<file path="config.mk">
export PLATFORM = sky130hd
export DESIGN_NAME = apu_frame_counter_and_dmc_timer_unit
export DESIGN_NICKNAME = d
export VERILOG_FILES = /design/src/afc_pkg.sv /design/src/afc_frame_seq.sv /design/src/afc_sample_timer.sv /design/src/apu_frame_counter_and_dmc_timer_unit.sv
export SDC_FILE = /design/constraint.sdc
export NUM_CORES = 1
export LEC_CHECK = 0
export ABC_CLOCK_PERIOD_IN_PS = 6900
export BUFFER_PORTS_ARGS = -buffer_cell sky130_fd_sc_hd__clkbuf_2
export CAP_MARGIN = 20
export CORE_MARGIN = 1
export CORE_UTILIZATION = 45
export DETAILED_ROUTE_END_ITERATION = 8
export PLACE_DENSITY = 0.73
export SLEW_MARGIN = 20
export SYNTH_ARGS = -nofsm -noshare
export SYNTH_HDL_FRONTEND = slang
export SYNTH_HIERARCHICAL = 1
export SYNTH_SLANG_ARGS = --single-unit
</file>
<file path="constraint.sdc">
create_clock -name clk -period 6.9 [get_ports clk]
set_input_delay 0.69 -clock clk [delete_from_list [all_inputs] [get_ports clk]]
set_output_delay 0.69 -clock clk [all_outputs]
set_load 0.03 [all_outputs]
</file>
<file path="src/afc_pkg.sv">
package afc_pkg;

    localparam int unsigned PERIOD_W    = 17;
    localparam int unsigned ADDR_W      = 16;
    localparam int unsigned DATA_W      = 8;
    localparam int unsigned RATE_W      = 9;
    localparam int unsigned PLAYED_W    = 16;
    localparam int unsigned LENGTH_W    = 12;
    localparam int unsigned RATE_IDX_W  = 4;

    localparam logic [PERIOD_W-1:0] FOUR_STEP_PERIOD_RST = 17'd89490;
    localparam logic [PERIOD_W-1:0] FIVE_STEP_PERIOD_RST = 17'd111860;

    localparam logic [ADDR_W-1:0] ADDR_FRAME_CTRL  = 16'h4017;
    localparam logic [ADDR_W-1:0] ADDR_SAMPLE_CTRL = 16'h4010;
    localparam logic [ADDR_W-1:0] ADDR_SAMPLE_LEN  = 16'h4013;
    localparam logic [ADDR_W-1:0] ADDR_STATUS      = 16'h4015;

    localparam int unsigned BIT_MODE        = 7;
    localparam int unsigned BIT_IRQ_INHIBIT = 6;
    localparam int unsigned BIT_IRQ_ENABLE  = 7;
    localparam int unsigned BIT_LOOP        = 6;
    localparam int unsigned BIT_SAMPLE_EN   = 4;

    localparam logic CFG_FOUR_STEP_PERIOD = 1'b0;
    localparam logic CFG_FIVE_STEP_PERIOD = 1'b1;

    typedef enum logic [1:0] {
        ACT_WRITE     = 2'd0,
        ACT_TICK      = 2'd1,
        ACT_RD_FRAME  = 2'd2,
        ACT_RD_SAMPLE = 2'd3
    } action_t;

    typedef struct packed {
        action_t             action;
        logic [ADDR_W-1:0]   address;
        logic [DATA_W-1:0]   data;
    } item_t;

    function automatic logic [RATE_W-1:0] rate_lookup(input logic [RATE_IDX_W-1:0] idx);
        logic [RATE_W-1:0] r;
        case (idx)
            4'd0:    r = 9'd428;
            4'd1:    r = 9'd380;
            4'd2:    r = 9'd340;
            4'd3:    r = 9'd320;
            4'd4:    r = 9'd286;
            4'd5:    r = 9'd254;
            4'd6:    r = 9'd226;
            4'd7:    r = 9'd214;
            4'd8:    r = 9'd190;
            4'd9:    r = 9'd160;
            4'd10:   r = 9'd142;
            4'd11:   r = 9'd128;
            4'd12:   r = 9'd106;
            4'd13:   r = 9'd84;
            4'd14:   r = 9'd72;
            4'd15:   r = 9'd54;
            default: r = 9'd428;
        endcase
        return r;
    endfunction

endpackage

</file>
<file path="src/afc_frame_seq.sv">
module afc_frame_seq
    import afc_pkg::*;
(
    input  logic                clk,
    input  logic                rst_n,
    input  logic                step_en,
    input  item_t               item,
    input  logic [PERIOD_W-1:0] four_step_period,
    input  logic [PERIOD_W-1:0] five_step_period,
    output logic                irq_flag,
    output logic                irq_flag_next
);

    logic                five_step_mode_reg,   five_step_mode_next;
    logic [PERIOD_W-1:0] frame_countdown_reg,  frame_countdown_next;
    logic [1:0]          frame_step_reg,       frame_step_next;
    logic                frame_irq_enable_reg, frame_irq_enable_next;
    logic                frame_irq_flag_reg,   frame_irq_flag_next;

    logic [PERIOD_W-1:0] count_dec;
    logic [PERIOD_W-1:0] period_cur;
    logic                mode_wr;

    assign count_dec  = frame_countdown_reg - 1'b1;
    assign period_cur = five_step_mode_reg ? five_step_period : four_step_period;
    assign mode_wr    = item.data[BIT_MODE];

    always_comb
    begin
        five_step_mode_next   = five_step_mode_reg;
        frame_countdown_next  = frame_countdown_reg;
        frame_step_next       = frame_step_reg;
        frame_irq_enable_next = frame_irq_enable_reg;
        frame_irq_flag_next   = frame_irq_flag_reg;
        case (item.action)
            ACT_WRITE:
            begin
                if (item.address == ADDR_FRAME_CTRL)
                begin
                    five_step_mode_next   = mode_wr;
                    frame_countdown_next  = mode_wr ? five_step_period : four_step_period;
                    frame_irq_enable_next = !item.data[BIT_IRQ_INHIBIT];
                end
            end
            ACT_TICK:
            begin
                frame_countdown_next = count_dec;
                if (count_dec == '0)
                begin
                    frame_countdown_next = period_cur;
                    if (!five_step_mode_reg)
                    begin
                        if (frame_step_reg == 2'd3 && frame_irq_enable_reg)
                            frame_irq_flag_next = 1'b1;
                        frame_step_next = frame_step_reg + 2'd1;
                    end
                end
            end
            ACT_RD_FRAME:
            begin
                frame_irq_flag_next = 1'b0;
            end
            default:
            begin
            end
        endcase
    end

    always_ff @(posedge clk or negedge rst_n)
    begin
        if (!rst_n)
        begin
            five_step_mode_reg   <= 1'b0;
            frame_countdown_reg  <= FOUR_STEP_PERIOD_RST;
            frame_step_reg       <= 2'd0;
            frame_irq_enable_reg <= 1'b0;
            frame_irq_flag_reg   <= 1'b0;
        end
        else if (step_en)
        begin
            five_step_mode_reg   <= five_step_mode_next;
            frame_countdown_reg  <= frame_countdown_next;
            frame_step_reg       <= frame_step_next;
            frame_irq_enable_reg <= frame_irq_enable_next;
            frame_irq_flag_reg   <= frame_irq_flag_next;
        end
    end

    assign irq_flag      = frame_irq_flag_reg;
    assign irq_flag_next = frame_irq_flag_next;

endmodule

</file>
<file path="src/afc_sample_timer.sv">
module afc_sample_timer
    import afc_pkg::*;
(
    input  logic  clk,
    input  logic  rst_n,
    input  logic  step_en,
    input  item_t item,
    output logic  irq_flag,
    output logic  irq_flag_next
);

    logic                  sample_enable_reg,     sample_enable_next;
    logic                  sample_irq_enable_reg, sample_irq_enable_next;
    logic                  sample_loop_reg,       sample_loop_next;
    logic [RATE_IDX_W-1:0] rate_index_reg,        rate_index_next;
    logic [LENGTH_W-1:0]   sample_length_reg,     sample_length_next;
    logic [1:0]            tick_phase_reg,        tick_phase_next;
    logic [RATE_W-1:0]     rate_count_reg,        rate_count_next;
    logic [PLAYED_W-1:0]   played_count_reg,      played_count_next;
    logic                  sample_irq_flag_reg,   sample_irq_flag_next;

    logic [RATE_W-1:0]     rate_inc;
    logic [PLAYED_W-1:0]   played_inc;

    assign rate_inc   = rate_count_reg + 1'b1;
    assign played_inc = played_count_reg + 1'b1;

    always_comb
    begin
        sample_enable_next     = sample_enable_reg;
        sample_irq_enable_next = sample_irq_enable_reg;
        sample_loop_next       = sample_loop_reg;
        rate_index_next        = rate_index_reg;
        sample_length_next     = sample_length_reg;
        tick_phase_next        = tick_phase_reg;
        rate_count_next        = rate_count_reg;
        played_count_next      = played_count_reg;
        sample_irq_flag_next   = sample_irq_flag_reg;
        case (item.action)
            ACT_WRITE:
            begin
                if (item.address == ADDR_SAMPLE_CTRL)
                begin
                    sample_irq_enable_next = item.data[BIT_IRQ_ENABLE];
                    sample_loop_next       = item.data[BIT_LOOP];
                    rate_index_next        = item.data[RATE_IDX_W-1:0];
                end
                else if (item.address == ADDR_SAMPLE_LEN)
                begin
                    sample_length_next = {item.data, 4'b0001};
                end
                else if (item.address == ADDR_STATUS)
                begin
                    sample_enable_next = item.data[BIT_SAMPLE_EN];
                end
            end
            ACT_TICK:
            begin
                if (sample_enable_reg)
                begin
                    if (tick_phase_reg == 2'd0 || tick_phase_reg == 2'd3)
                    begin
                        rate_count_next = rate_inc;
                        if (rate_inc == rate_lookup(rate_index_reg))
                        begin
                            rate_count_next   = '0;
                            played_count_next = played_inc;
                            if (played_inc == PLAYED_W'(sample_length_reg)
                                && !sample_loop_reg && sample_irq_enable_reg)
                            begin
                                sample_irq_flag_next = 1'b1;
                                played_count_next    = '0;
                            end
                        end
                    end
                    tick_phase_next = tick_phase_reg + 2'd1;
                end
            end
            ACT_RD_SAMPLE:
            begin
                sample_irq_flag_next = 1'b0;
            end
            default:
            begin
            end
        endcase
    end

    always_ff @(posedge clk or negedge rst_n)
    begin
        if (!rst_n)
        begin
            sample_enable_reg     <= 1'b0;
            sample_irq_enable_reg <= 1'b0;
            sample_loop_reg       <= 1'b0;
            rate_index_reg        <= '0;
            sample_length_reg     <= '0;
            tick_phase_reg        <= 2'd0;
            rate_count_reg        <= '0;
            played_count_reg      <= '0;
            sample_irq_flag_reg   <= 1'b0;
        end
        else if (step_en)
        begin
            sample_enable_reg     <= sample_enable_next;
            sample_irq_enable_reg <= sample_irq_enable_next;
            sample_loop_reg       <= sample_loop_next;
            rate_index_reg        <= rate_index_next;
            sample_length_reg     <= sample_length_next;
            tick_phase_reg        <= tick_phase_next;
            rate_count_reg        <= rate_count_next;
            played_count_reg      <= played_count_next;
            sample_irq_flag_reg   <= sample_irq_flag_next;
        end
    end

    assign irq_flag      = sample_irq_flag_reg;
    assign irq_flag_next = sample_irq_flag_next;

endmodule

</file>
<file path="src/apu_frame_counter_and_dmc_timer_unit.sv">
// Frame sequencer and sample-rate timer. Each input beat (bus write, clock tick or
// read-clear of one irq flag) produces exactly one output beat with the flag that
// was read and both irq flags after the beat. The block takes one beat per cycle while
// the output is not stalled: a beat is captured in an input register, all state is
// updated by a single pass of counter logic as the beat leaves that register, and the
// result lands in an output register. When the output is stalled one more beat is held
// in the input register before s_tready drops. Period registers are written through
// cfg_wen/cfg_index/cfg_wdata and take effect at the next reload or mode write.
module apu_frame_counter_and_dmc_timer_unit
    import afc_pkg::*;
(
    input  logic                clk,
    input  logic                rst_n,
    input  logic                s_tvalid,
    output logic                s_tready,
    input  logic [23:0]         s_tdata,   // address[15:0], data[23:16]
    input  logic [1:0]          s_tuser,   // action[1:0]
    output logic                m_tvalid,
    input  logic                m_tready,
    output logic [7:0]          m_tdata,   // flag_was_set[0], frame_irq_pending[1],
                                           // sample_irq_pending[2], zero[7:3]
    input  logic                cfg_wen,
    input  logic                cfg_index,
    input  logic [PERIOD_W-1:0] cfg_wdata
);

    logic [PERIOD_W-1:0] four_step_period_reg;
    logic [PERIOD_W-1:0] five_step_period_reg;

    logic        in_valid_reg;
    item_t       in_item_reg;
    logic        out_valid_reg;
    logic [2:0]  out_data_reg, out_data_next;

    logic        out_free;
    logic        advance;
    logic        frame_flag, frame_flag_next;
    logic        sample_flag, sample_flag_next;
    logic        was_set;

    assign out_free = !out_valid_reg || m_tready;
    assign advance  = in_valid_reg && out_free;
    assign s_tready = !in_valid_reg || out_free;

    always_ff @(posedge clk or negedge rst_n)
    begin
        if (!rst_n)
        begin
            four_step_period_reg <= FOUR_STEP_PERIOD_RST;
            five_step_period_reg <= FIVE_STEP_PERIOD_RST;
        end
        else if (cfg_wen)
        begin
            if (cfg_index == CFG_FOUR_STEP_PERIOD)
                four_step_period_reg <= cfg_wdata;
            else
                five_step_period_reg <= cfg_wdata;
        end
    end

    // input stage
    always_ff @(posedge clk or negedge rst_n)
    begin
        if (!rst_n)
            in_valid_reg <= 1'b0;
        else if (s_tready)
            in_valid_reg <= s_tvalid;
    end

    always_ff @(posedge clk)
    begin
        if (s_tready && s_tvalid)
        begin
            in_item_reg.action  <= action_t'(s_tuser);
            in_item_reg.address <= s_tdata[15:0];
            in_item_reg.data    <= s_tdata[23:16];
        end
    end

    afc_frame_seq u_frame_seq (
        .clk              (clk),
        .rst_n            (rst_n),
        .step_en          (advance),
        .item             (in_item_reg),
        .four_step_period (four_step_period_reg),
        .five_step_period (five_step_period_reg),
        .irq_flag         (frame_flag),
        .irq_flag_next    (frame_flag_next)
    );

    afc_sample_timer u_sample_timer (
        .clk           (clk),
        .rst_n         (rst_n),
        .step_en       (advance),
        .item          (in_item_reg),
        .irq_flag      (sample_flag),
        .irq_flag_next (sample_flag_next)
    );

    always_comb
    begin
        case (in_item_reg.action)
            ACT_RD_FRAME:  was_set = frame_flag;
            ACT_RD_SAMPLE: was_set = sample_flag;
            default:       was_set = 1'b0;
        endcase
        out_data_next = {sample_flag_next, frame_flag_next, was_set};
    end

    // result stage
    always_ff @(posedge clk or negedge rst_n)
    begin
        if (!rst_n)
            out_valid_reg <= 1'b0;
        else if (out_free)
            out_valid_reg <= in_valid_reg;
    end

    always_ff @(posedge clk)
    begin
        if (advance)
            out_data_reg <= out_data_next;
    end

    assign m_tvalid = out_valid_reg;
    assign m_tdata  = {5'b0, out_data_reg};

    a_rd_frame_clears: assert property (@(posedge clk) disable iff (!rst_n)
        advance && in_item_reg.action == ACT_RD_FRAME |=> !m_tdata[1])
        else $error("frame irq still pending after read-clear");

    a_rd_sample_clears: assert property (@(posedge clk) disable iff (!rst_n)
        advance && in_item_reg.action == ACT_RD_SAMPLE |=> !m_tdata[2])
        else $error("sample irq still pending after read-clear");

    a_was_set_only_reads: assert property (@(posedge clk) disable iff (!rst_n)
        advance && (in_item_reg.action == ACT_WRITE || in_item_reg.action == ACT_TICK)
        |=> !m_tdata[0])
        else $error("flag_was_set on a write or tick beat");

    a_no_advance_on_stall: assert property (@(posedge clk) disable iff (!rst_n)
        m_tvalid && !m_tready |-> !advance)
        else $error("state advanced while result stalled");

endmodule

</file>
==> impl_metrics.tcl, run 1 <==
set metrics [dict create \
    worst_setup_path_start_kind "flop" \
    powerDensity_mw_per_mm2 260 \
    synthArstFlopShare_pct 77.9 \
    ir_drop_worst_vdd_mv 0.211 \
    fin_clk_skew_ps 7.75 \
    h-tree-depth 4 \
    drt_first_iter_violations 411 \
    postPlaceCellArea_mm2 0.00798 \
    path_class "flop to flop" \
    fp.dieArea_mm2 0.0176 \
    rsz0062_at_grt "no" \
    synth.lib_cells_used.distinct 81 \
    largest_register_ffs 26 \
    highest_clock_rate_mhz 307 \
    grt_max_degree 84 \
    place_ws_ps 3680 \
    avgSynthCellArea_um2 10.8 \
    cts-resized-gates 0 \
    cp_data_arrival_time_ps 3560 \
    post_route_cell_area_mm2 0.00858 \
    drt_wl_total_um 16400 \
    relSlewSlack_pct 27.4 \
    synth_edf_count 29 \
    yosysSeqAreaShare_pct 45.1 \
    timing.reg2reg.setup_slack_ps 3640 \
    grt_pass1_wl_um 27200 \
    layout_worst_path_cycle_share_pct 47.2 \
    outcome "finished, final reports clean" \
    diodes 0 \
    vias_in_the_first_global_route 5479 \
    max_cap_violations 0 \
    placement_rows 47 \
    timing.final.ws_setup_ps 3640 \
    detail_route.wl_per_cell_um 16.8 \
    worstSetupEndpointType "flop" \
    cts.sinks 131 \
    ant_nets 0 \
    grt.total_usage_pct 19.5 \
    die_height_um 133 \
    drt-vias-per-instance 5.75 \
    r2r-start "u_sample_timer/rate_index_reg[0]" \
    port_buffers 53 \
    worst_skew_pair_latency_ps 420 \
    detail_route.drc_violations 0 \
    root_buffer "sky130_fd_sc_hd__clkbuf_16" \
    postSynthCellCount 709 \
    timing.critical_path.fanout_max 17 \
    ys.flop_type "sky130_fd_sc_hd__dfrtp_1" \
    slew_viol_final 0 \
    holdBufCountCts 0 \
    tritoncts "done" \
    synthToLayoutAreaGrowth_pct 11.8 \
    core_region_area_mm2 0.0166 \
    final_layout_size_suffix_gt1_share_pct 27.5 \
    initial_core_util_pct 46.1 \
    clk_pin_slew_ps 60 \
    r2r.worst_path.cells 10 \
    ys_warn_count 6 \
    hold_path.class "input port to async pin" \
    grt-ovfl-total 0 \
    finalCriticalPeriod_ps 3260 \
    yosys_register_bits 131 \
    post_detailed_placement_half_perimeter_wirelength_um 11000 \
    finalSetupTns_ps 0 \
    timing.rr.end "u_sample_timer/played_count_reg[0]" \
    clock_path_buffers 2 \
    transition_time_of_the_tightest_slew_check_pin_ps 1090 \
    final_hold_violations 0 \
    p_leak_nw 3.41 \
    num-nets-final 800 \
    post_cts_buffers 0 \
    cp_data_required_time_ps 7200 \
    setup-violations-final 0 \
    gpl.final_weighted_congestion 0.857 \
    antenna_found_initial 0 \
    netlist_area_mm2 0.00768 \
    cts_inserted_buffers 17 \
    dr_total_vias 5593 \
    drtPass1Iterations 6 \
    i_o_pin_total 59 \
    dieWidth_um 133 \
]
==> power breakdown <==
| part | internal [mW] | leakage (nW) | total [mW] | switching (mW) |
|---|---|---|---|---|
| combinational | 0.151 | 1.59 | 0.315 | 0.163 |
| sequential | 0.899 | 1.53 | 1.01 | 0.110 |
| clock | 0.544 | 0.292 | 0.904 | 0.360 |
==> stage by stage <==
stage               instances  hold slack (ps)  total power, mW  util (%)
floorplan                 713              394             1.26         -
finish                    972              137             2.23      51.6
detailed placement        940              474             1.33      48.0
global placement          940              471             1.32      48.0
CTS                       972              136             2.25      51.6
global route              972              155             2.32      51.6
==> worst max-delay path by stage <==
stage | start | endpoint | slack (ps)
5_1_grt | u_sample_timer/rate_index_reg[1] | u_sample_timer/played_count_reg[0] | 3400
3_5_place_dp | u_sample_timer/rate_index_reg[0] | u_sample_timer/played_count_reg[0] | 3680
6_report | u_sample_timer/rate_index_reg[0] | u_sample_timer/played_count_reg[0] | 3640
4_1_cts | u_sample_timer/rate_index_reg[0] | u_sample_timer/played_count_reg[0] | 3670
3_3_place_gp | u_sample_timer/rate_index_reg[0] | u_sample_timer/played_count_reg[0] | 3750
2_1_floorplan | u_sample_timer/rate_index_reg[0] | u_sample_timer/played_count_reg[10] | 4050
==> per-layer routing <==
layer  vias up  GRT usage [%]  share of wire, %
met4         0           6.83               1.2
met3        17           3.95               3.9
met5         -              0                 0
met2       116           32.5                49
met1      2773           25.3                45
li1       2687              -                 -
==> synthesized netlist by cell type, drive strengths merged (23+ instances only) <==
cell type,n,share of area (%)
dfrtp,74,24
a21oi,23,1.5
mux2,61,9.5
edfxtp,29,11
nor2,45,2.2
clkbuf,26,1.3
nand4,23,1.9
xnor2,24,2.7
nand3,26,1.8
dfstp,28,9.6
nor2b,23,1.9
buf,29,2.8
nand2,37,1.8
==> cells by family after synthesis <==
kind of cell               Yosys count  share of synthesized area (%)
AOI/OAI and AO/OA                  131                           12.0
DFF                                131                           45.1
muxes                               79                           12.0
xor gates and xnor gates            41                           5.23
and+or+nand+nor                    244                           18.9
adders and majority gates           12                           1.96
buffers and inverters               70                           4.87
other                                1                         0.0489
==> layout make-up <==
class	count	area (µm²)
Clock inverter	12	118
Fill cell	1423	8060
Clock buffer	20	479
Inverter	15	56.3
Tap cell	220	275
Timing Repair Buffer	62	339
Sequential cell	131	3460
Multi-Input combinational cell	512	3860
==> worst max-delay path: stages (launching register included) <==
cell and delay, ps:
sky130_fd_sc_hd__dfrtp_1 370, sky130_fd_sc_hd__inv_1 120, sky130_fd_sc_hd__ha_1 340, sky130_fd_sc_hd__inv_1 60, sky130_fd_sc_hd__mux4_2 460, sky130_fd_sc_hd__xnor2_1 200, sky130_fd_sc_hd__mux2_4 330, sky130_fd_sc_hd__nor4b_2 530
sky130_fd_sc_hd__buf_4 330, sky130_fd_sc_hd__nand2_1 100, sky130_fd_sc_hd__mux2_1 300
==> cell usage in the layout (no fill, tap or decap), drive strengths merged, types with 5 or more instances in the layout <==
master and n:
or2 5, dfrtp 74, o22ai 10, nor2 45, conb 5, ha 12
a211oi 15, xnor2 24, o31ai 7, nand2b 7, a31oi 8, dfstp 28
and2 5, nor3 18, nand3 26, or3 5, nand3b 5, o21ai 21
inv 19, mux2i 17, nand2 37, a2111oi 5, nand4 23, and4 6
nor4b 7, nor2b 23, clkinv 6, and3 10, clkbuf 72, a21oi 23
a22o 8, xor2 14, nor4 11, buf 10, mux2 61, o211ai 10
edfxtp 29
No activity file was read; power rests on OpenSTA's default activity.
==> inputs of run 2 (changes only) <==
Settings changed: ABC_CLOCK_PERIOD_IN_PS 6900 to 2800, PLACE_DENSITY 0.73 to 0.75.
Clock period 6.9 ns to 2.8 ns, I/O delays scaled along.
==> impl_metrics.tcl, run 2 (synthesized netlist as in run 1, its figures left out) <==
set metrics [dict create \
    outcome "finished, final reports clean" \
    layout_worst_path_cycle_share_pct 98.5 \
    r2r.worst_path.cells 10 \
    drt_first_iter_violations 525 \
    cts_inserted_buffers 17 \
    rsz0062_at_grt "yes" \
    synthToLayoutAreaGrowth_pct 17.7 \
    num-nets-final 850 \
    dr_total_vias 5779 \
    core_region_area_mm2 0.0166 \
    port_buffers 53 \
    mostFrequentLayoutCells "sky130_fd_sc_hd__dfrtp_1 (74), sky130_fd_sc_hd__buf_4 (56), sky130_fd_sc_hd__clkbuf_2 (52)" \
    detail_route.wl_per_cell_um 16.5 \
    hold_path_depth 1 \
    final-instance-count-excl-fill 1022 \
    timing.reg2reg.setup_slack_ps 40 \
    final.hold.worst_slack_ps 25.5 \
    grt.total_usage_pct 20.2 \
    h-tree-depth 4 \
    post-place-cells 988 \
    final_hold_violations 0 \
    placement_rows 47 \
    setup-violations-final 0 \
    initial_core_util_pct 46.1 \
    timing.rr.end "u_sample_timer/played_count_reg[5]" \
    clk_pin_slew_ps 60 \
    fp.dieArea_mm2 0.0176 \
    powerDensity_mw_per_mm2 623 \
    hold_path.class "input port to flop" \
    highest_clock_rate_mhz 363 \
    root_buffer "sky130_fd_sc_hd__clkbuf_16" \
    timing.final.ws_setup_ps 41.9 \
    vias_in_the_first_global_route 5672 \
    hold_path.startpoint "s_tdata[10]" \
    diodes 0 \
    relSlewSlack_pct 44.1 \
    cp_data_arrival_time_ps 3120 \
    worstSetupEndpointType "flop" \
    dieWidth_um 133 \
    gpl.final_weighted_congestion 0.869 \
    slew_viol_final 0 \
    fin_clk_skew_ps 10.1 \
    largest_register_ffs 26 \
    place_ws_ps 3.52 \
    drtPass1Iterations 5 \
    transition_time_of_the_tightest_slew_check_pin_ps 839 \
    worst_setup_path_start_kind "flop" \
    timing.critical_path.fanout_max 4 \
    worst_skew_pair_latency_ps 420 \
    fillerInstances 1411 \
    cts.sinks 131 \
    drt-vias-per-instance 5.65 \
    antenna_found_initial 0 \
    final_common_cell "sky130_fd_sc_hd__dfrtp_1" \
    r2r-start "u_sample_timer/rate_index_reg[0]" \
    hold_path_end "in_item_reg[18]" \
    final_core_util_pct 54.3 \
    grt-ovfl-total 0 \
    tritoncts "done" \
    final_layout_size_suffix_gt1_share_pct 32.9 \
    grt_pass1_wl_um 28100 \
    p_leak_nw 3.67 \
    path_class "flop to flop" \
    finalCriticalPeriod_ps 2760 \
    ir_drop_worst_vdd_mv 0.459 \
    clock_path_buffers 2 \
    finalSetupTns_ps 0 \
    die_height_um 133 \
    post_detailed_placement_half_perimeter_wirelength_um 11700 \
    max_cap_violations 0 \
    drt_wl_total_um 16900 \
    ant_nets 0 \
    cp_data_required_time_ps 3160 \
    detail_route.drc_violations 0 \
    i_o_pin_total 59 \
    grt_max_degree 103 \
]
run 2: worst max-delay path, stage by stage, from the launching register on:
cell and delay [ps]:
sky130_fd_sc_hd__dfrtp_1 350, sky130_fd_sc_hd__inv_2 70, sky130_fd_sc_hd__ha_4 270, sky130_fd_sc_hd__inv_2 30, sky130_fd_sc_hd__mux4_2 470, sky130_fd_sc_hd__xnor2_2 150
sky130_fd_sc_hd__mux2_4 320, sky130_fd_sc_hd__or4b_4 580, sky130_fd_sc_hd__nor3_4 160, sky130_fd_sc_hd__buf_4 160, sky130_fd_sc_hd__a22o_1 130
run 2: area by class of cell:
| class | count | area (µm²) | area share, % |
|---|---|---|---|
| Inverter | 15 | 56.3 | 0.623 |
| Clock buffer | 19 | 454 | 5.03 |
| Tap cell | 220 | 275 | 3.05 |
| Clock inverter | 13 | 148 | 1.63 |
| Multi-Input combinational cell | 512 | 3910 | 43.3 |
| Sequential cell | 131 | 3460 | 38.3 |
| Timing Repair Buffer | 112 | 733 | 8.11 |
run 2: stage by stage:
step	cell area, µm²	power, mW
5_1_grt	9040	5.85
3_3_place_gp	8360	3.36
2_1_floorplan	7700	3.10
6_report	9040	5.63
4_1_cts	8980	5.66
3_5_place_dp	8360	3.38
run 2: worst max path at each step:
stage,to,start,cells past startpoint,slack [ps]
floorplan,u_sample_timer/played_count_reg[10],u_sample_timer/rate_index_reg[0],9,20
global placement,u_sample_timer/played_count_reg[10],u_sample_timer/rate_index_reg[0],10,40
detailed placement,u_sample_timer/played_count_reg[7],u_sample_timer/rate_index_reg[0],10,4
CTS,u_sample_timer/played_count_reg[10],u_sample_timer/rate_index_reg[0],10,-4
global route,u_sample_timer/played_count_reg[0],u_sample_timer/played_count_reg[1],10,-70
finish,u_sample_timer/played_count_reg[5],u_sample_timer/rate_index_reg[0],10,40
run 2: repair_timing:
action	4_1_cts	5_1_grt
hold endpoints to repair	74	0
buffers inserted	0	1
resized for setup	0	11
hold buffers	1	0
setup endpoints to repair	4	13
pin swaps	0	3
run 2: layer usage:
| layer | part of all wire, % | vias up | GRT usage [%] |
|---|---|---|---|
| met1 | 46 | 2858 | 26.2 |
| li1 | - | 2781 | - |
| met5 | 0 | - | 0 |
| met2 | 49 | 109 | 33.1 |
| met4 | 2.2 | 0 | 7.92 |
| met3 | 3.0 | 31 | 4.18 |
run 2: where the power goes:
part           internal (mW)  leakage [nW]  switching (mW)
logic                  0.449          1.84           0.485
clock network           1.38         0.296           0.887
registers               2.22          1.53           0.219
total                   4.04          3.67            1.59
==> inputs of run 3 (changes only) <==
Settings changed: CTS_BUF_LIST from default to sky130_fd_sc_hd__clkbuf_4 sky130_fd_sc_hd__clkbuf_8 sky130_fd_sc_hd__clkbuf_16, PLACE_DENSITY 0.75 to 0.62.
==> impl_metrics.tcl, run 3 (synthesized netlist as in run 1, its figures left out) <==
set metrics [dict create \
    final_common_cell "sky130_fd_sc_hd__dfrtp_1" \
    post_detailed_placement_half_perimeter_wirelength_um 12800 \
    core_region_area_mm2 0.0166 \
    diodes 0 \
    synthToLayoutAreaGrowth_pct 18.4 \
    transition_time_of_the_tightest_slew_check_pin_ps 710 \
    antenna_found_initial 0 \
    ant_nets 0 \
    max_cap_violations 0 \
    tritoncts "done" \
    p_seq_share_pct 43.2 \
    die_height_um 133 \
    drt-vias-per-instance 5.81 \
    slew_viol_final 0 \
    intPower_mw 4.07 \
    dieWidth_um 133 \
    worst_setup_path_start_kind "flop" \
    detail_route.wl_per_cell_um 17.5 \
    grt_pass1_wl_um 30300 \
    cts_inserted_buffers 17 \
    port_buffers 53 \
    finalCriticalPeriod_ps 2870 \
    drt_wl_total_um 17900 \
    relSlewSlack_pct 52.7 \
    worstSetupEndpointType "flop" \
    postPlaceCellArea_mm2 0.00836 \
    grt-ovfl-total 0 \
    post_route_cell_area_mm2 0.00909 \
    final.hold.worst_slack_ps 26.4 \
    top_layer_used "met4" \
    drt_first_iter_violations 387 \
    h-tree-depth 4 \
    final-instance-count-excl-fill 1026 \
    rsz0062_at_grt "yes" \
    timing.critical_path.fanout_max 5 \
    clock_path_buffers 2 \
    outcome "finished with violations" \
    final_core_util_pct 54.6 \
    p_clk_share_pct 39.8 \
    wl_met2_um 9370 \
    power_switching_mw 1.57 \
    dr_total_vias 5960 \
    final_layout_size_suffix_gt1_share_pct 33.6 \
    clk_pin_slew_ps 60 \
    timing.final.ws_setup_ps -66.6 \
    cp_data_required_time_ps 3150 \
    fillerInstances 1446 \
    drtPass1Iterations 5 \
    detail_route.wirelength.met1_um 7590 \
    highest_clock_rate_mhz 349 \
    hold_path.class "input port to flop" \
    cts.sinks 131 \
    cp_data_arrival_time_ps 3220 \
    i_o_pin_total 59 \
    fin_clk_skew_ps 13.9 \
    grt.total_usage_pct 21.8 \
    root_buffer "sky130_fd_sc_hd__clkbuf_16" \
    multi_input_comb_area_mm2 0.00393 \
    wl_met3_um 591 \
    finalSetupTns_ps -514 \
    post-place-cells 988 \
    path_class "flop to flop" \
    power_switching_share_pct 27.8 \
    mostFrequentLayoutCells "sky130_fd_sc_hd__dfrtp_1 (74), sky130_fd_sc_hd__buf_4 (58), sky130_fd_sc_hd__clkbuf_2 (52)" \
    setup-violations-final 11 \
    ir_drop_worst_vdd_mv 0.461 \
    p_leak_nw 3.69 \
    final_hold_violations 0 \
    power_frac_comb_pct 17.0 \
    grt_max_degree 59 \
    num-nets-final 854 \
    seq_area_mm2 0.00346 \
    placement_rows 47 \
    place_ws_ps -158 \
    layout_worst_path_cycle_share_pct 102 \
    total_power_mw 5.64 \
    worst_skew_pair_latency_ps 430 \
    detail_route.drc_violations 0 \
    initial_core_util_pct 46.1 \
    gpl.final_weighted_congestion 0.888 \
    vias_in_the_first_global_route 6195 \
    fp.dieArea_mm2 0.0176 \
    powerDensity_mw_per_mm2 620 \
    largest_register_ffs 26 \
    failed_checks "negative setup slack" \
]
run 3: changes by cell type in the layout (fill, tap and decap cells not counted), moves of 2 or more:
| cell | previous run | this run |
|---|---|---|
| sky130_fd_sc_hd__clkinv_4 | 3 | 1 |
| sky130_fd_sc_hd__inv_6 | 3 | 1 |
| sky130_fd_sc_hd__buf_6 | 2 | 4 |
| sky130_fd_sc_hd__nand3_1 | 24 | 20 |
| sky130_fd_sc_hd__buf_4 | 56 | 58 |
| sky130_fd_sc_hd__nand3_2 | 2 | 6 |
| sky130_fd_sc_hd__clkinvlp_4 | 1 | 5 |
| sky130_fd_sc_hd__clkinv_1 | 0 | 2 |
run 3: area by class of cell:
type / count / share of cell area [%]
Tap cell: 220 / 3.03
Sequential cell: 131 / 38.1
Clock inverter: 14 / 1.79
Inverter: 15 / 0.620
Timing Repair Buffer: 116 / 8.48
Clock buffer: 18 / 4.76
Multi-Input combinational cell: 512 / 43.3
run 3: power by group through the flow:
stage          Clock [mW]  Combinational [mW]  Sequential (mW)
6_report             2.24               0.959             2.44
2_1_floorplan           0               0.741             2.36
4_1_cts              2.29               0.954             2.43
3_3_place_gp            0               0.915             2.45
5_1_grt              2.36                1.06             2.47
3_5_place_dp            0               0.942             2.46
run 3: routing by layer:
layer,GRT usage [%],vias to the layer above
li1,-,2800
met1,26.1,2976
met2,38.4,151
met3,3.83,33
met4,9.45,0
met5,0,-
run 3: final timing paths:
| kind | cells after the start | slack (ps) | from | end |
|---|---|---|---|---|
| setup / recovery | 10 | -70 | u_sample_timer/rate_index_reg[0] | u_sample_timer/played_count_reg[7] |
| hold / removal | 1 | 30 | s_tdata[11] | in_item_reg[19] |
| setup reg to reg | 10 | -70 | u_sample_timer/rate_index_reg[0] | u_sample_timer/played_count_reg[7] |
| hold reg to reg | 1 | 470 | in_item_reg[5] | u_sample_timer/sample_length_reg[9] |
| max in group asynchronous | 3 | 1600 | rst_n | four_step_period_reg[1] |
| min in group asynchronous | 2 | 410 | rst_n | u_sample_timer/rate_count_reg[5] |
run 3: what timing repair did:
action                     4_1_cts  5_1_grt
hold buffers                     1        0
hold endpoints to repair        41        0
setup endpoints to repair       27       23
gates cloned                     1        0
pin swaps                        2        7
resized for setup                8       12
buffers inserted                 3        1
run 3: worst max-delay path: stages (launching register included):
cell,delay [ps]
sky130_fd_sc_hd__dfrtp_1,370
sky130_fd_sc_hd__inv_2,70
sky130_fd_sc_hd__ha_4,270
sky130_fd_sc_hd__inv_2,40
sky130_fd_sc_hd__mux4_2,500
sky130_fd_sc_hd__xnor2_2,170
sky130_fd_sc_hd__mux2_4,340
sky130_fd_sc_hd__or4b_4,580
sky130_fd_sc_hd__nor3_4,150
sky130_fd_sc_hd__buf_4,170
sky130_fd_sc_hd__a22o_1,140
